**src/hdl/dtd_pkg.sv**
```systemverilog
package dtd_pkg;

    // Fixed field widths of the item and result channels
    localparam int ModeBits = 2;
    localparam int IdBits   = 4;
    localparam int TimeW    = 32;

    // Depth of the command queue between the front and back parts
    localparam int CmdQueueDepth = 2;

    // Input mode codes
    localparam logic [ModeBits-1:0] MODE_SCHED  = 2'd0;
    localparam logic [ModeBits-1:0] MODE_CANCEL = 2'd1;
    localparam logic [ModeBits-1:0] MODE_POLL   = 2'd2;

    // Classified operation handed to the back part
    typedef enum logic [1:0] {
        OP_NOP    = 2'd0,
        OP_SCHED  = 2'd1,
        OP_CANCEL = 2'd2,
        OP_POLL   = 2'd3
    } t_op;

    typedef struct packed {
        logic [ModeBits-1:0] mode;
        logic [IdBits-1:0]   task_id;
        logic [TimeW-1:0]    time_value;
    } t_item;

    typedef struct packed {
        t_op               op;
        logic [IdBits-1:0] slot;
        logic [TimeW-1:0]  tval;
    } t_cmd;

    typedef struct packed {
        logic              fired;
        logic [IdBits-1:0] fired_task;
        logic              last;
        logic              queue_empty;
        logic [TimeW-1:0]  next_deadline;
    } t_result;

endpackage

```
**src/hdl/dtd_stream_if.sv**
```systemverilog
interface dtd_stream_if #(
    parameter type T = logic
);
    logic valid;
    logic ready;
    T     payload;

    modport source (output valid, output payload, input ready);
    modport sink   (input valid, input payload, output ready);
endinterface

```
**src/hdl/dtd_front.sv**
```systemverilog
module dtd_front #(
    parameter int TASK_SLOTS = 16
) (
    input  logic         i_clk,
    input  logic         i_rst_n,
    dtd_stream_if.sink   i_item,
    dtd_stream_if.source o_cmd
);

    logic            r_vld;
    logic            n_vld;
    dtd_pkg::t_cmd   r_cmd;
    dtd_pkg::t_cmd   n_cmd;
    logic            id_ok;
    logic            take;

    assign take         = i_item.valid && i_item.ready;
    assign i_item.ready = !r_vld || o_cmd.ready;
    assign o_cmd.valid  = r_vld;
    assign o_cmd.payload = r_cmd;

    assign id_ok = ({28'd0, i_item.payload.task_id} < 32'(TASK_SLOTS));

    // Classify: out-of-range slots on a schedule or cancel and the unused mode become no-ops
    always_comb begin
        n_cmd.slot = i_item.payload.task_id;
        n_cmd.tval = i_item.payload.time_value;
        case (i_item.payload.mode)
            dtd_pkg::MODE_SCHED:  n_cmd.op = id_ok ? dtd_pkg::OP_SCHED : dtd_pkg::OP_NOP;
            dtd_pkg::MODE_CANCEL: n_cmd.op = id_ok ? dtd_pkg::OP_CANCEL : dtd_pkg::OP_NOP;
            dtd_pkg::MODE_POLL:   n_cmd.op = dtd_pkg::OP_POLL;
            default:              n_cmd.op = dtd_pkg::OP_NOP;
        endcase
    end

    always_comb begin
        n_vld = r_vld;
        if (o_cmd.ready) begin
            n_vld = 1'b0;
        end
        if (take) begin
            n_vld = 1'b1;
        end
    end

    always_ff @(posedge i_clk) begin
        if (!i_rst_n) begin
            r_vld <= 1'b0;
        end else begin
            r_vld <= n_vld;
        end
    end

    always_ff @(posedge i_clk) begin
        if (take) begin
            r_cmd <= n_cmd;
        end
    end

endmodule

```
**src/hdl/dtd_fifo.sv**
```systemverilog
module dtd_fifo (
    input  logic         i_clk,
    input  logic         i_rst_n,
    dtd_stream_if.sink   i_cmd,
    dtd_stream_if.source o_cmd
);

    localparam int Depth = dtd_pkg::CmdQueueDepth;
    localparam int PW    = (Depth > 1) ? $clog2(Depth) : 1;
    localparam int CW    = $clog2(Depth + 1);

    dtd_pkg::t_cmd  r_mem [Depth];
    logic [PW-1:0]  r_wr_ptr;
    logic [PW-1:0]  n_wr_ptr;
    logic [PW-1:0]  r_rd_ptr;
    logic [PW-1:0]  n_rd_ptr;
    logic [CW-1:0]  r_count;
    logic [CW-1:0]  n_count;
    logic           push;
    logic           pop;

    assign i_cmd.ready   = (r_count != CW'(Depth));
    assign o_cmd.valid   = (r_count != '0);
    assign o_cmd.payload = r_mem[r_rd_ptr];

    assign push = i_cmd.valid && i_cmd.ready;
    assign pop  = o_cmd.valid && o_cmd.ready;

    always_comb begin
        n_wr_ptr = r_wr_ptr;
        n_rd_ptr = r_rd_ptr;
        n_count  = r_count;
        if (push) begin
            n_wr_ptr = (r_wr_ptr == PW'(Depth - 1)) ? '0 : r_wr_ptr + PW'(1);
        end
        if (pop) begin
            n_rd_ptr = (r_rd_ptr == PW'(Depth - 1)) ? '0 : r_rd_ptr + PW'(1);
        end
        if (push && !pop) begin
            n_count = r_count + CW'(1);
        end else if (pop && !push) begin
            n_count = r_count - CW'(1);
        end
    end

    always_ff @(posedge i_clk) begin
        if (!i_rst_n) begin
            r_wr_ptr <= '0;
            r_rd_ptr <= '0;
            r_count  <= '0;
        end else begin
            r_wr_ptr <= n_wr_ptr;
            r_rd_ptr <= n_rd_ptr;
            r_count  <= n_count;
        end
    end

    always_ff @(posedge i_clk) begin
        if (push) begin
            r_mem[r_wr_ptr] <= i_cmd.payload;
        end
    end

endmodule

```
**src/hdl/dtd_back.sv**
```systemverilog
module dtd_back #(
    parameter int TASK_SLOTS = 16,
    parameter int TIME_BITS  = 32
) (
    input  logic         i_clk,
    input  logic         i_rst_n,
    dtd_stream_if.sink   i_cmd,
    dtd_stream_if.source o_res
);

    localparam int IW = (TASK_SLOTS > 1) ? $clog2(TASK_SLOTS) : 1;
    localparam int CW = $clog2(TASK_SLOTS + 1);

    typedef enum logic [3:0] {
        ST_IDLE  = 4'b0001,
        ST_APPLY = 4'b0010,
        ST_SCAN  = 4'b0100,
        ST_EMIT  = 4'b1000
    } t_bstate;

    t_bstate                r_state, n_state;
    dtd_pkg::t_op           r_op, n_op;
    logic [IW-1:0]          r_slot, n_slot;
    logic [TIME_BITS-1:0]   r_now, n_now;
    logic [CW-1:0]          r_cnt, n_cnt;
    logic                   r_cmp_vld, n_cmp_vld;
    logic [IW-1:0]          r_cmp_idx, n_cmp_idx;
    logic                   r_best_vld, n_best_vld;
    logic [IW-1:0]          r_best_idx, n_best_idx;
    logic [TIME_BITS-1:0]   r_best_dl, n_best_dl;
    logic                   r_pend_vld, n_pend_vld;
    logic [IW-1:0]          r_pend_idx, n_pend_idx;
    logic [TASK_SLOTS-1:0]  r_armed, n_armed;
    logic                   r_out_vld, n_out_vld;
    dtd_pkg::t_result       r_out, n_out;

    logic [TIME_BITS-1:0]   r_mem [TASK_SLOTS];
    logic [TIME_BITS-1:0]   r_rd_data;
    logic                   rd_en;
    logic                   due;
    logic                   need_out;
    logic                   out_free;
    dtd_pkg::t_result       res;

    assign o_res.valid   = r_out_vld;
    assign o_res.payload = r_out;
    assign out_free      = !r_out_vld || o_res.ready;

    // Soonest armed slot is due on a poll
    assign due = (r_op == dtd_pkg::OP_POLL) && r_best_vld && (r_best_dl <= r_now);
    // A poll that found its first due slot emits nothing yet
    assign need_out = !((r_op == dtd_pkg::OP_POLL) && !r_pend_vld && due);

    always_comb begin
        res.fired         = (r_op == dtd_pkg::OP_POLL) && r_pend_vld;
        res.fired_task    = res.fired ? dtd_pkg::IdBits'(r_pend_idx) : '0;
        res.last          = !due;
        res.queue_empty   = !r_best_vld;
        res.next_deadline = r_best_vld ? dtd_pkg::TimeW'(r_best_dl) : '0;
    end

    always_comb begin
        n_state    = r_state;
        n_op       = r_op;
        n_slot     = r_slot;
        n_now      = r_now;
        n_cnt      = r_cnt;
        n_cmp_vld  = 1'b0;
        n_cmp_idx  = r_cmp_idx;
        n_best_vld = r_best_vld;
        n_best_idx = r_best_idx;
        n_best_dl  = r_best_dl;
        n_pend_vld = r_pend_vld;
        n_pend_idx = r_pend_idx;
        n_armed    = r_armed;
        n_out_vld  = r_out_vld;
        n_out      = r_out;
        rd_en      = 1'b0;
        i_cmd.ready = 1'b0;

        if (o_res.ready) begin
            n_out_vld = 1'b0;
        end

        case (r_state)
            ST_IDLE: begin
                i_cmd.ready = 1'b1;
                if (i_cmd.valid) begin
                    n_op       = i_cmd.payload.op;
                    n_slot     = IW'(i_cmd.payload.slot);
                    n_now      = TIME_BITS'(i_cmd.payload.tval);
                    n_pend_vld = 1'b0;
                    n_state    = ST_APPLY;
                end
            end
            ST_APPLY: begin
                if (r_op == dtd_pkg::OP_SCHED) begin
                    n_armed[r_slot] = 1'b1;
                end else if (r_op == dtd_pkg::OP_CANCEL) begin
                    n_armed[r_slot] = 1'b0;
                end
                n_cnt      = '0;
                n_best_vld = 1'b0;
                n_state    = ST_SCAN;
            end
            ST_SCAN: begin
                // Issue one read per cycle, compare the data in the cycle after
                if (r_cnt < CW'(TASK_SLOTS)) begin
                    rd_en     = 1'b1;
                    n_cnt     = r_cnt + CW'(1);
                    n_cmp_vld = 1'b1;
                    n_cmp_idx = r_cnt[IW-1:0];
                end
                // Strict compare in ascending order keeps the lower id on ties
                if (r_cmp_vld && r_armed[r_cmp_idx] &&
                    (!r_best_vld || (r_rd_data < r_best_dl))) begin
                    n_best_vld = 1'b1;
                    n_best_idx = r_cmp_idx;
                    n_best_dl  = r_rd_data;
                end
                if ((r_cnt == CW'(TASK_SLOTS)) && !r_cmp_vld) begin
                    n_state = ST_EMIT;
                end
            end
            ST_EMIT: begin
                if (!need_out || out_free) begin
                    if (need_out) begin
                        n_out_vld = 1'b1;
                        n_out     = res;
                    end
                    if (due) begin
                        // Disarm the due slot and rescan for the one after it
                        n_armed[r_best_idx] = 1'b0;
                        n_pend_vld = 1'b1;
                        n_pend_idx = r_best_idx;
                        n_cnt      = '0;
                        n_best_vld = 1'b0;
                        n_state    = ST_SCAN;
                    end else begin
                        n_state = ST_IDLE;
                    end
                end
            end
            default: begin
                n_state = ST_IDLE;
            end
        endcase
    end

    always_ff @(posedge i_clk) begin
        if (!i_rst_n) begin
            r_state    <= ST_IDLE;
            r_cnt      <= '0;
            r_cmp_vld  <= 1'b0;
            r_best_vld <= 1'b0;
            r_pend_vld <= 1'b0;
            r_armed    <= '0;
            r_out_vld  <= 1'b0;
        end else begin
            r_state    <= n_state;
            r_cnt      <= n_cnt;
            r_cmp_vld  <= n_cmp_vld;
            r_best_vld <= n_best_vld;
            r_pend_vld <= n_pend_vld;
            r_armed    <= n_armed;
            r_out_vld  <= n_out_vld;
        end
    end

    always_ff @(posedge i_clk) begin
        r_op       <= n_op;
        r_slot     <= n_slot;
        r_now      <= n_now;
        r_cmp_idx  <= n_cmp_idx;
        r_best_idx <= n_best_idx;
        r_best_dl  <= n_best_dl;
        r_pend_idx <= n_pend_idx;
        r_out      <= n_out;
    end

    // Deadline memory: one write port, one registered read port
    always_ff @(posedge i_clk) begin
        if ((r_state == ST_APPLY) && (r_op == dtd_pkg::OP_SCHED)) begin
            r_mem[r_slot] <= r_now;
        end
        if (rd_en) begin
            r_rd_data <= r_mem[r_cnt[IW-1:0]];
        end
    end

endmodule

```
**src/hdl/deadline_task_dispatcher.sv**
```systemverilog
// Channel | Dir | Payload  | Fields
// i_cmd   | in  | t_item   | mode, task_id, time_value
// o_res   | out | t_result | fired, fired_task, last, queue_empty, next_deadline
//
// A schedule, cancel or no-op item makes one pass over the slot table in the back part.
// A poll that dispatches k tasks makes k + 1 passes: each result needs one full pass
// over the deadline memory, one slot per cycle.
// Reset (i_rst_n low, synchronous) disarms every slot and empties the queue.
// The front register and the two-entry queue keep taking items while the back
// part works; a stalled o_res holds the back part only when it has a result to post.
module deadline_task_dispatcher #(
    parameter int TASK_SLOTS = 16,
    parameter int TIME_BITS  = 32
) (
    input  logic         i_clk,
    input  logic         i_rst_n,
    dtd_stream_if.sink   i_cmd,
    dtd_stream_if.source o_res
);

    // Classified commands from the front register into the queue
    dtd_stream_if #(.T(dtd_pkg::t_cmd)) front_q_if ();
    // Queue head into the dispatch engine
    dtd_stream_if #(.T(dtd_pkg::t_cmd)) queue_back_if ();

    // Front: accept the item, classify mode and range-check the slot id
    dtd_front #(
        .TASK_SLOTS (TASK_SLOTS)
    ) u_front (
        .i_clk   (i_clk),
        .i_rst_n (i_rst_n),
        .i_item  (i_cmd),
        .o_cmd   (front_q_if.source)
    );

    // Short queue so the front keeps taking transfers while a poll drains
    dtd_fifo u_fifo (
        .i_clk   (i_clk),
        .i_rst_n (i_rst_n),
        .i_cmd   (front_q_if.sink),
        .o_cmd   (queue_back_if.source)
    );

    // Back: update the slot table, scan for the soonest deadline, dispatch
    dtd_back #(
        .TASK_SLOTS (TASK_SLOTS),
        .TIME_BITS  (TIME_BITS)
    ) u_back (
        .i_clk   (i_clk),
        .i_rst_n (i_rst_n),
        .i_cmd   (queue_back_if.sink),
        .o_res   (o_res)
    );

endmodule

```
**src/flat_wrapper.sv**
```systemverilog
// flat-port wrapper written by rule: the top's interface ports become plain ports
module deadline_task_dispatcher_flat 
#(
    parameter int TASK_SLOTS = 16,
    parameter int TIME_BITS  = 32
)
  (i_clk, i_rst_n, i_cmd_valid, i_cmd_payload, i_cmd_ready, o_res_valid, o_res_payload, o_res_ready);
  dtd_stream_if #(.T(dtd_pkg::t_item)) i_cmd_i ();
  dtd_stream_if #(.T(dtd_pkg::t_result)) o_res_i ();
  input  logic i_clk;
  input  logic i_rst_n;
  input wire logic [$bits(i_cmd_i.valid)-1:0] i_cmd_valid;
  input wire logic [$bits(i_cmd_i.payload)-1:0] i_cmd_payload;
  output wire logic [$bits(i_cmd_i.ready)-1:0] i_cmd_ready;
  output wire logic [$bits(o_res_i.valid)-1:0] o_res_valid;
  output wire logic [$bits(o_res_i.payload)-1:0] o_res_payload;
  input wire logic [$bits(o_res_i.ready)-1:0] o_res_ready;
  assign i_cmd_i.valid = i_cmd_valid;
  assign i_cmd_i.payload = i_cmd_payload;
  assign i_cmd_ready = i_cmd_i.ready;
  assign o_res_valid = o_res_i.valid;
  assign o_res_payload = o_res_i.payload;
  assign o_res_i.ready = o_res_ready;
  deadline_task_dispatcher #(.TASK_SLOTS(TASK_SLOTS), .TIME_BITS(TIME_BITS)) u_core (.i_clk(i_clk), .i_rst_n(i_rst_n), .i_cmd(i_cmd_i), .o_res(o_res_i));
endmodule
```
**config.mk**
```make
export PLATFORM = sky130hd
export DESIGN_NAME = deadline_task_dispatcher_flat
export DESIGN_NICKNAME = d
export VERILOG_FILES = /design/src/hdl/dtd_pkg.sv /design/src/hdl/dtd_stream_if.sv /design/src/hdl/dtd_front.sv /design/src/hdl/dtd_fifo.sv /design/src/hdl/dtd_back.sv /design/src/hdl/deadline_task_dispatcher.sv /design/src/flat_wrapper.sv
export SDC_FILE = /design/constraint.sdc
export NUM_CORES = 1
export LEC_CHECK = 0
export BUFFER_PORTS_ARGS = -buffer_cell sky130_fd_sc_hd__clkbuf_2
export CORE_MARGIN = 8
export CORE_UTILIZATION = 40
export DETAILED_ROUTE_END_ITERATION = 16
export SETUP_SLACK_MARGIN = 0.05
export SYNTH_ARGS = -nofsm -noshare
export SYNTH_HDL_FRONTEND = slang
export SYNTH_SLANG_ARGS = --single-unit
```
**constraint.sdc**
```tcl
create_clock -name i_clk -period 4.4 [get_ports i_clk]
set_input_delay 0.22 -clock i_clk [delete_from_list [all_inputs] [get_ports i_clk]]
set_output_delay 0.22 -clock i_clk [all_outputs]
set_load 0.005 [all_outputs]
```
==> results.tsv <==
stage	metric	value	unit
outcome	outcome	completed	
setup_path	path_class	flip-flop to flip-flop	
global_route	grt-ovfl-total	0	
logic_synthesis	synth_nets	1652	
clock_network	cts_tree	built	
clock_network	cts_setup_buffers	0	
sta	report.final.hold_viol_count	0	
pwr	clkPwrFrac	39.6	%
floorplan	fp-row-count	103	
floorplan	dieWidth	296.5	µm
detailed_routing	drt-initial-drc-count	1543	
floorplan	initial_core_util	40.11	%
detailed_routing	ant_nets	0	
pwr	swShare	22.72	%
floorplan	die_area	0.08793	mm²
global_route	grt_pass1_vias	16030	
floorplan	ios	83	
clock_network	clk_pin_slew	60	ps
final_layout	drive_gt1_share	26.82	%
final_layout	final_area	0.03670	mm²
setup_path	cp.required	4670	ps
sta	tightest_slew	1072	ps
final_layout	layout_common_cells	779 x edfxtp_1, 165 x mux4_2, 86 x clkbuf_16	
clock_network	root_buffer	clkbuf_16	
sta	finClkSkew	31.00	ps
final_layout	final_nets	1854	
pwr	leakagePower	0.01189	µW
pwr	p_comb_share	6.2	%
setup_path	start_kind	flip-flop	
logic_synthesis	synth_compound_area_share	2.723	%
logic_synthesis	synth_xor_area_share	0.1113	%
pwr	p_int	13760	µW
logic_synthesis	ys_top_cells_by_area	edfxtp_1 74%, mux4_2 12%, ha_1 2.7%	
clock_network	clock_path_buffers	3	
pwr	netSwitchingPower	4043	µW
logic_synthesis	muxShareOfSynthArea	13.16	%
detailed_routing	dr.pass1.iters	5	
logic_synthesis	postSynthAreaPerCell	20.42	µm²
logic_synthesis	synth.top_cell.area_share	74.31	%
setup_path	slowest_delay	650	ps
sta	slew_headroom	28.55	%
final_layout	area_growth	16.59	%
sta	setup_viol	0	
logic_synthesis	ys_ff_latch	813	
logic_synthesis	ys_seq_area_share	76.47	%
detailed_routing	wl_per_cell	25.41	µm
clock_network	cts.sinks	813	
logic_synthesis	syn_area	0.03148	mm²
place	gp_congestion	0.8094	
sta	fmax	269.5	MHz
setup_path	r2r_setup_slack	690	ps
pwr	power_frac_seq	54.2	%
floorplan	die_y	296.5	µm
floorplan	core-area	0.07848	mm²
sta	grt_setup_unrepaired	no	
place	dp_hpwl	41770	µm
sta	setup_ws	689.3	ps
detailed_routing	vias	15400	
sta	min_period	3711	ps
sta	timing.final.max_slew_violations	0	
setup_path	path_cells	inv_1 -> ha_1 -> nand4_1 -> nor3_1 -> nand2_1 -> a31oi_1 -> o22a_1 -> o21ai_0 -> nor2_4 -> buf_4	
detailed_routing	via_per_inst	5.379	
final_layout	layout_commonest_cell	edfxtp_1	
clock_network	htree_levels	3	
global_route	antenna_found_initial	1	
logic_synthesis	synth_edf_count	779	
clock_network	numCtsBuffers	84	
logic_synthesis	synth.distinct_cells	61	
logic_synthesis	synth_fa_ha_area_share	2.703	%
setup_path	worst_path_max_delay_cell	edfxtp_1	
sta	tns	0	ps
clock_network	insertion_delay	640	ps
pwr	irDropWorstVdd	0.2636	mV
place	placed_cell_area	0.03357	mm²
worst_hold_path	hp-class	input pin to flip-flop	
logic_synthesis	ys_warn_count	0	
global_route	grt_use_total	16.67	%
logic_synthesis	synth_flop_cell	edfxtp_1	
sta	hold_ws	126.0	ps
setup_path	worstPathArrival	3980	ps
final_layout	antenna_cells	0	
logic_synthesis	synthSimpleGateAreaFrac	3.235	%
detailed_routing	drt_wl_total	72720	µm
logic_synthesis	yosysTopAreaCell	edfxtp_1	
place	pre_cts_slack	672.2	ps
detailed_routing	drcViolationCount	0	
logic_synthesis	netlist_instances	1542	
global_route	grt_pass1_wl	107500	µm
final_layout	num-fill-cells	6511	
logic_synthesis	async_reset_ff_share	0	%
logic_synthesis	synth_top_family_by_area	multiplexers	
setup_path	cp_max_fo	25	
sta	fin_crit_sh	84.33	%
pwr	power_density	485.0	mW/mm²
flow_run	maxCapViolations	0	
global_route	grt_start_max_net_pins	63	
setup_path	end_kind	flip-flop	
place	portBuffers	82	
critical path: cells and delay by family, from the launching register on:
family                     cells  cell delay [ps]
buffers and inverters          2              470
AOI/OAI and AO/OA              3              940
and+or+nand+nor                4              900
DFF                            1              650
adders and majority gates      1              340
synthesized netlist by cell type, types with 3 or more instances:
library cell / number
nor2_1: 65
edfxtp_1: 779
a21oi_1: 19
and3_1: 3
or2_2: 4
and2_1: 8
ha_1: 68
o21ai_0: 17
mux2_2: 38
nand3b_1: 5
dfxtp_1: 34
nand2_1: 57
o2111ai_1: 14
nor2b_1: 4
o31ai_1: 4
a21o_1: 12
a21boi_0: 4
nand2b_1: 12
nand4_1: 12
buf_2: 10
nor3_1: 10
nand3_1: 13
nor4_1: 4
inv_1: 75
o221ai_1: 14
nor4b_2: 3
mux4_2: 165
a211oi_1: 5
clkbuf_1: 41
power by group through the flow:
stage	sequential (µW)	combinational [µW]	clock [µW]
6_report	9650	1100	7050
5_1_grt	9690	1210	7520
3_5_place_dp	9800	1080	0
3_3_place_gp	9750	1070	0
4_1_cts	9630	1130	7210
2_1_floorplan	9630	645	0
through the flow:
| step | power [µW] | util [%] | std cells |
|---|---|---|---|
| global placement | 10820 | 42.78 | 2668 |
| global route | 18420 | 46.77 | 2862 |
| finish | 17800 | 46.77 | 2862 |
| detailed placement | 10880 | 42.78 | 2668 |
| CTS | 17970 | 46.77 | 2862 |
| floorplan | 10270 | - | 1542 |
flip-flops by register name (all words and copies together) (netlist names), 5 cells and up, named ones only:
| name | flops |
|---|---|
| u_core.u_back.r_best_dl | 32 |
| u_core.u_back.r_now | 32 |
| u_core.u_fifo.r_mem | 76 |
| u_core.u_back.r_rd_data | 32 |
| u_core.u_back.r_mem | 512 |
| u_core.u_back.o_res.payload | 39 |
| u_core.u_front.o_cmd.payload | 38 |
| u_core.u_back.r_cnt | 5 |
cell type report:
cell class	instances	area, µm²	share of cell area [%]
Timing Repair Buffer	170	1246	3.395
Sequential cell	813	24090	65.62
Tap cell	1050	1314	3.579
Clock buffer	107	2231	6.078
Inverter	76	285.3	0.7772
Multi-Input combinational cell	599	7042	19.19
Clock inverter	47	499.2	1.360
kinds of logic (layout without fill, tap and decap cells):
kind of cell / after synthesis / count (layout)
buffers and inverters: 130 / 400
AO/OA/AOI/OAI: 116 / 116
XOR/XNOR: 4 / 4
multiplexers: 203 / 203
flip-flops: 813 / 813
AND/OR/NAND/NOR: 208 / 208
adder cells (fa/ha/maj): 68 / 68
path summary, 6_finish.rpt:
| check | startpoint | endpoint | cells after the start |
|---|---|---|---|
| worst max-delay path | u_core.u_back.r_now[23]$_DFFE_PP_ | u_core.u_back.o_res.payload[15]$_SDFFCE_PN0P_ | 10 |
| worst min-delay path | i_cmd_payload[36] | u_core.u_front.o_cmd.payload[36]$_DFFE_PP_ | 4 |
| worst max register to register | u_core.u_back.r_now[23]$_DFFE_PP_ | u_core.u_back.o_res.payload[15]$_SDFFCE_PN0P_ | 10 |
| worst min register to register | u_core.u_front.o_cmd.payload[22]$_DFFE_PP_ | u_core.u_fifo.r_mem[0][22]$_DFFE_PP_ | 0 |
routing by layer:
layer | track usage (%) | part of all wire [%]
met1 | 23.40 | 45
met3 | 2.559 | 5.0
met4 | 4.966 | 2.2
met2 | 26.98 | 48
met5 | 0 | 0
repair_timing:
item / in CTS / in global routing
hold endpoints to repair: 40 / 0
endpoints found under the setup margin: 0 / 0
hold buffers: 40 / 0
gates resized for setup: 0 / 0
No activity file was read; power rests on OpenSTA's default activity.
